## src/prja_pkg.sv

```systemverilog
// Shared types, codes and constants of the promotion-revenue join/aggregate block.
`timescale 1ns / 1ps

package prja_pkg;

    localparam int DEFAULT_PART_KEYS = 262144;

    // action codes (s_tuser)
    localparam logic [1:0] ACT_LOAD   = 2'd0;
    localparam logic [1:0] ACT_LINE   = 2'd1;
    localparam logic [1:0] ACT_FINISH = 2'd2;
    localparam logic [1:0] ACT_SKIP   = 2'd3;

    // status codes (m_tuser)
    localparam logic [2:0] ST_COUNTED    = 3'd0;
    localparam logic [2:0] ST_WINDOW     = 3'd1;
    localparam logic [2:0] ST_UNKNOWN    = 3'd2;
    localparam logic [2:0] ST_LOAD_RANGE = 3'd3;
    localparam logic [2:0] ST_REPORT     = 3'd4;

    // config register indexes
    localparam int         CFG_IDX_W         = 1;
    localparam int         CFG_DATA_W        = 16;
    localparam logic [0:0] REG_WINDOW_START  = 1'b0;
    localparam logic [0:0] REG_WINDOW_END    = 1'b1;

    // input word layout
    localparam int KEY_W      = 32;
    localparam int PREFIX_W   = 40;
    localparam int DAY_W      = 16;
    localparam int PRICE_W    = 31;
    localparam int KEY_LSB    = 0;
    localparam int PREFIX_LSB = KEY_LSB + KEY_W;
    localparam int DAY_LSB    = PREFIX_LSB + PREFIX_W;
    localparam int PRICE_LSB  = DAY_LSB + DAY_W;
    localparam int IN_BITS    = PRICE_LSB + PRICE_W;
    localparam int IN_TDATA_W = ((IN_BITS + 7) / 8) * 8;

    // output word layout
    localparam int PCT_W       = 14;
    localparam int SUM_W       = 63;
    localparam int OUT_BITS    = PCT_W + 2 * SUM_W;
    localparam int OUT_TDATA_W = ((OUT_BITS + 7) / 8) * 8;

    localparam logic [PREFIX_W-1:0] PROMO_WORD = 40'h50524F4D4F;
    localparam logic [SUM_W-1:0]    SUM_MAX    = {SUM_W{1'b1}};

    // key table entry bits
    localparam int ENTRY_VALID_BIT = 0;
    localparam int ENTRY_PROMO_BIT = 1;

    // share = round(PCT_SCALE * promo / total)
    localparam int PCT_SCALE  = 10000;
    localparam int DVD_W      = SUM_W + PCT_W;
    localparam int DIV_STEPS  = DVD_W;
    localparam int DIV_CNT_W  = $clog2(DIV_STEPS);

    typedef struct packed {
        logic capture;
        logic clr_step;
        logic mul_go;
        logic div_step;
        logic round_go;
        logic emit;
    } cmd_t;

    typedef struct packed {
        logic clr_last;
        logic total_zero;
        logic out_free;
    } sts_t;

endpackage

```

## src/prja_ctrl.sv

```systemverilog
// Controller state machine: table clear, item sequencing, divider steps, result hand-off.
`timescale 1ns / 1ps

module prja_ctrl
    import prja_pkg::*;
(
    input  logic       clk,
    input  logic       rst_n,
    input  logic       s_tvalid,
    output logic       s_tready,
    input  logic [1:0] s_tuser,
    input  sts_t       sts,
    output cmd_t       cmd
);

    localparam logic [2:0] S_CLEAR = 3'd0;
    localparam logic [2:0] S_IDLE  = 3'd1;
    localparam logic [2:0] S_MUL   = 3'd2;
    localparam logic [2:0] S_DIV   = 3'd3;
    localparam logic [2:0] S_ROUND = 3'd4;
    localparam logic [2:0] S_EMIT  = 3'd5;

    logic [2:0]           state_reg;
    logic [2:0]           state_next;
    logic [DIV_CNT_W-1:0] div_cnt_reg;
    logic [DIV_CNT_W-1:0] div_cnt_next;

    always_comb
    begin
        state_next   = state_reg;
        div_cnt_next = div_cnt_reg;
        cmd          = '0;
        s_tready     = 1'b0;
        unique case (state_reg)
            S_CLEAR:
            begin
                cmd.clr_step = 1'b1;
                if (sts.clr_last)
                begin
                    state_next = S_IDLE;
                end
            end
            S_IDLE:
            begin
                s_tready = 1'b1;
                if (s_tvalid)
                begin
                    cmd.capture = 1'b1;
                    priority if (s_tuser == ACT_SKIP)
                    begin
                        state_next = S_IDLE;
                    end
                    else if (s_tuser == ACT_FINISH && !sts.total_zero)
                    begin
                        state_next = S_MUL;
                    end
                    else
                    begin
                        state_next = S_EMIT;
                    end
                end
            end
            S_MUL:
            begin
                cmd.mul_go   = 1'b1;
                div_cnt_next = '0;
                state_next   = S_DIV;
            end
            S_DIV:
            begin
                cmd.div_step = 1'b1;
                if (div_cnt_reg == DIV_CNT_W'(DIV_STEPS - 1))
                begin
                    state_next = S_ROUND;
                end
                else
                begin
                    div_cnt_next = div_cnt_reg + 1'b1;
                end
            end
            S_ROUND:
            begin
                cmd.round_go = 1'b1;
                state_next   = S_EMIT;
            end
            S_EMIT:
            begin
                if (sts.out_free)
                begin
                    cmd.emit   = 1'b1;
                    state_next = S_IDLE;
                end
            end
            default:
            begin
                state_next = S_IDLE;
            end
        endcase
    end

    always_ff @(posedge clk or negedge rst_n)
    begin
        if (!rst_n)
        begin
            state_reg   <= S_CLEAR;
            div_cnt_reg <= '0;
        end
        else
        begin
            state_reg   <= state_next;
            div_cnt_reg <= div_cnt_next;
        end
    end

endmodule

```

## config.mk

```make
export PLATFORM = sky130hd
export DESIGN_NAME = prja_ctrl
export DESIGN_NICKNAME = d
export VERILOG_FILES = /design/src/prja_pkg.sv /design/src/prja_ctrl.sv
export SDC_FILE = /design/constraint.sdc
export NUM_CORES = 1
export LEC_CHECK = 0
export BUFFER_PORTS_ARGS = -buffer_cell sky130_fd_sc_hd__buf_2
export CORE_MARGIN = 2
export CORE_UTILIZATION = 30
export DETAILED_ROUTE_END_ITERATION = 16
export RECOVER_POWER = 50
export SLEW_MARGIN = 0
export SYNTH_ARGS = -nofsm -noshare
export SYNTH_HDL_FRONTEND = slang
export SYNTH_SLANG_ARGS = --single-unit
```

## constraint.sdc

```tcl
create_clock -name clk -period 2.2 [get_ports clk]
set_input_delay 0.11 -clock clk [delete_from_list [all_inputs] [get_ports clk]]
set_output_delay 0.11 -clock clk [all_outputs]
set_load 0.1 [all_outputs]
```

==> impl_metrics.yaml <==
placement:
  gp_congestion: 0.710
  dpl_cell_area_um2: 802
  place_ws_ns: 0.533
  dp_hpwl_um: 1130
  port-buffer-count: 14
global_routing:
  grt_max_degree: 13
  grt_pass1_vias: 584
  grt_use_total: 0.132
  overflow: 0
  antenna_found_initial: 0
  grt_pass1_wl_um: 2660
setup_path:
  crit_path_end_kind: "output port"
  r2r_start: "div_cnt_reg[1]"
  crit_required_ns: 2.09
  cp.arrival_ns: 1.87
  critPathKind: "register to output port"
  r2r_cells: 5
  start_kind: "register"
  r2r_end: "div_cnt_reg[1]"
  worstPathMaxFanout: 12
  ff2ff_setup_slack_ns: 0.52
final_layout:
  nets: 102
  largest_reg_flops: 7
  design_area_um2: 806
  drive_above_1_share: 0.244
  area_growth_pct: 13.2
  nFillCells: 228
  fin_util: 0.361
  insertedDiodeCount: 0
timing:
  setup_tns_ns: 0
  finalCriticalPeriod_ns: 1.98
  setup_violations: 0
  worst_slack_ns: 0.218
  slew_violations: 0
  fin_crit_sh: 0.901
  slew-limit-headroom: 0.643
  fin_skew_ns: 0.00302
  max_freq_mhz: 505
  fin_hold_ws_ns: 0.147
  rsz0062_at_grt: "false"
  tightest_slew_ns: 0.535
  finalHoldViolCount: 0
clock_network:
  clock_path_buffers: 2
  cts_max_level: 1
  clkTransAtPathRegs_ns: 0.06
  clockRootBuffer: "clkbuf_4"
  clock_sinks: 10
  cts_tree: "yes"
  cts_made_buffers: 3
  clock_latency_ns: 0.27
die:
  die_h_um: 52.7
  die_x_um: 52.7
  initial_utilization: 0.319
  die_area_um2: 2780
  rows: 17
  coreArea_um2: 2230
  num_io_pins: 15
route:
  drt_first_pass_iters: 6
  drt-initial-drc-count: 19
  routed_wl_um: 1560
  via_per_inst: 5.38
  ant_nets: 0
  wire_per_inst_um: 13.2
  drc_errors: 0
  num_vias: 635
run_status:
  outcome: "completed"
yosys:
  synth-seq-area-share: 0.351
  synth-edff-count: 0
  synth_commonest_cells: "dfrtp_1 (10), inv_1 (5), a21oi_1 (4), nand2_1 (4), nand2b_1 (4)"
  yosys.cell_count.top_type: "dfrtp_1"
  yosys.area.top_type_share: 0.351
  synth-seq-cells: 10
  syn_nets: 86
  yosysWarningCount: 0
  yosys.area.top_type: "dfrtp_1"
  synth_area_leaders: "dfrtp_1 (35%), ha_1 (3.5%), nand2b_1 (3.5%), nand4b_4 (3.3%), a211oi_1 (3.2%)"
  synthCells: 76
  yosys_most_used_dff: "dfrtp_1"
  synth_area_um2: 712
  async_reset_ff_frac: 1.00
  synth_area_per_cell_um2: 9.37
  synthDistinctLibCells: 39
pwr:
  p_leak_nw: 0.345
  p_per_area_nw_per_um2: 401
  p_switching_mw: 0.0694
  clkPwrFrac: 0.389
  seq_power_share: 0.569
  combinationalPowerShare: 0.042
  p_int_mw: 0.254
  p_sw_frac: 0.215
  peakVddDrop_mv: 0.191
hold_path:
  hold-path-endpoint: "state_reg[1]"
  hold_path_depth: 4
  hp-start: "sts[1]"
  hp-class: "input pin to register"
run:
  cap_violations: 0
-- area by class of cell --
type | instances | area (um^2) | area share
inverter | 7 | 26.3 | 0.0326
tap | 28 | 35.0 | 0.0435
clock buffer | 3 | 22.5 | 0.0280
sequential | 10 | 250 | 0.311
multi-input combinational | 55 | 393 | 0.488
timing repair buffer | 15 | 78.8 | 0.0978
-- repair_timing --
action / CTS / global route
setup endpoints to repair: 0 / 0
hold buffers: 1 / 0
endpoints found under the hold margin: 10 / 0
buffers inserted: 0 / 0
gates resized for setup: 0 / 0
-- worst max path at each step --
stage | endpoint | start
after global routing | cmd[3] | state_reg[1]
final | cmd[3] | state_reg[1]
after global placement | cmd[3] | state_reg[1]
after detailed placement | cmd[3] | state_reg[1]
after floorplan | cmd[5] | state_reg[0]
after CTS | cmd[3] | state_reg[1]
-- power groups by stage --
stage	clock, mW	sequential (mW)	combinational [mW]
6_report	0.126	0.184	0.0135
2_1_floorplan	0	0.187	0.00187
3_5_place_dp	0	0.187	0.0129
3_3_place_gp	0	0.187	0.0126
4_1_cts	0.134	0.184	0.0143
5_1_grt	0.144	0.184	0.0158
-- cell usage in the layout, fill, tap and decap left out, drive strengths merged --
cell / n
mux2: 1
nand3: 1
nand4: 1
nor4b: 1
o21ai: 3
nand2b: 4
o311a: 1
ha: 2
and3: 2
o41ai: 2
nand3b: 2
and2b: 1
dfrtp: 10
a211oi: 3
nor2: 2
mux2i: 1
nand4b: 1
and2: 2
clkbuf: 4
or3: 2
a31oi: 1
a21oi: 5
nor4: 1
nor3: 3
nor2b: 2
or4b: 1
dlygate4sd3: 1
o31a: 1
a32o: 1
nand2: 4
o311ai: 2
a21o: 1
inv: 7
buf: 13
or3b: 1
-- worst max-delay path, cell delays in order (launching register included) --
cell     delay, ns
dfrtp_1       0.56
or3b_1        0.40
inv_1         0.17
buf_2         0.46
-- through the flow --
stage | std cells | power [mW]
final | 118 | 0.323
after global routing | 118 | 0.343
after CTS | 118 | 0.332
after detailed placement | 114 | 0.200
after global placement | 114 | 0.200
after floorplan | 76 | 0.189
-- logic make-up (layout without fill, tap and decap cells) --
| family | after synthesis | in the layout | share of synthesized area |
|---|---|---|---|
| flip-flops | 10 | 10 | 0.351 |
| AO/OA/AOI/OAI | 20 | 20 | 0.202 |
| multiplexers | 2 | 2 | 0.0299 |
| AND/OR/NAND/NOR | 31 | 31 | 0.309 |
| buffers and inverters | 11 | 25 | 0.0721 |
| adder cells (fa/ha/maj) | 2 | 2 | 0.0351 |
-- per-layer routing --
layer,vias to the layer above,GRT usage,wire length [um],part of all wire
li1,311,-,-,-
met3,5,0.0429,86,0.055
met2,18,0.213,688,0.44
met1,301,0.161,756,0.48
met4,0,0.0513,28,0.018
met5,-,0,0,0
Power figures use the tool's default switching activity.
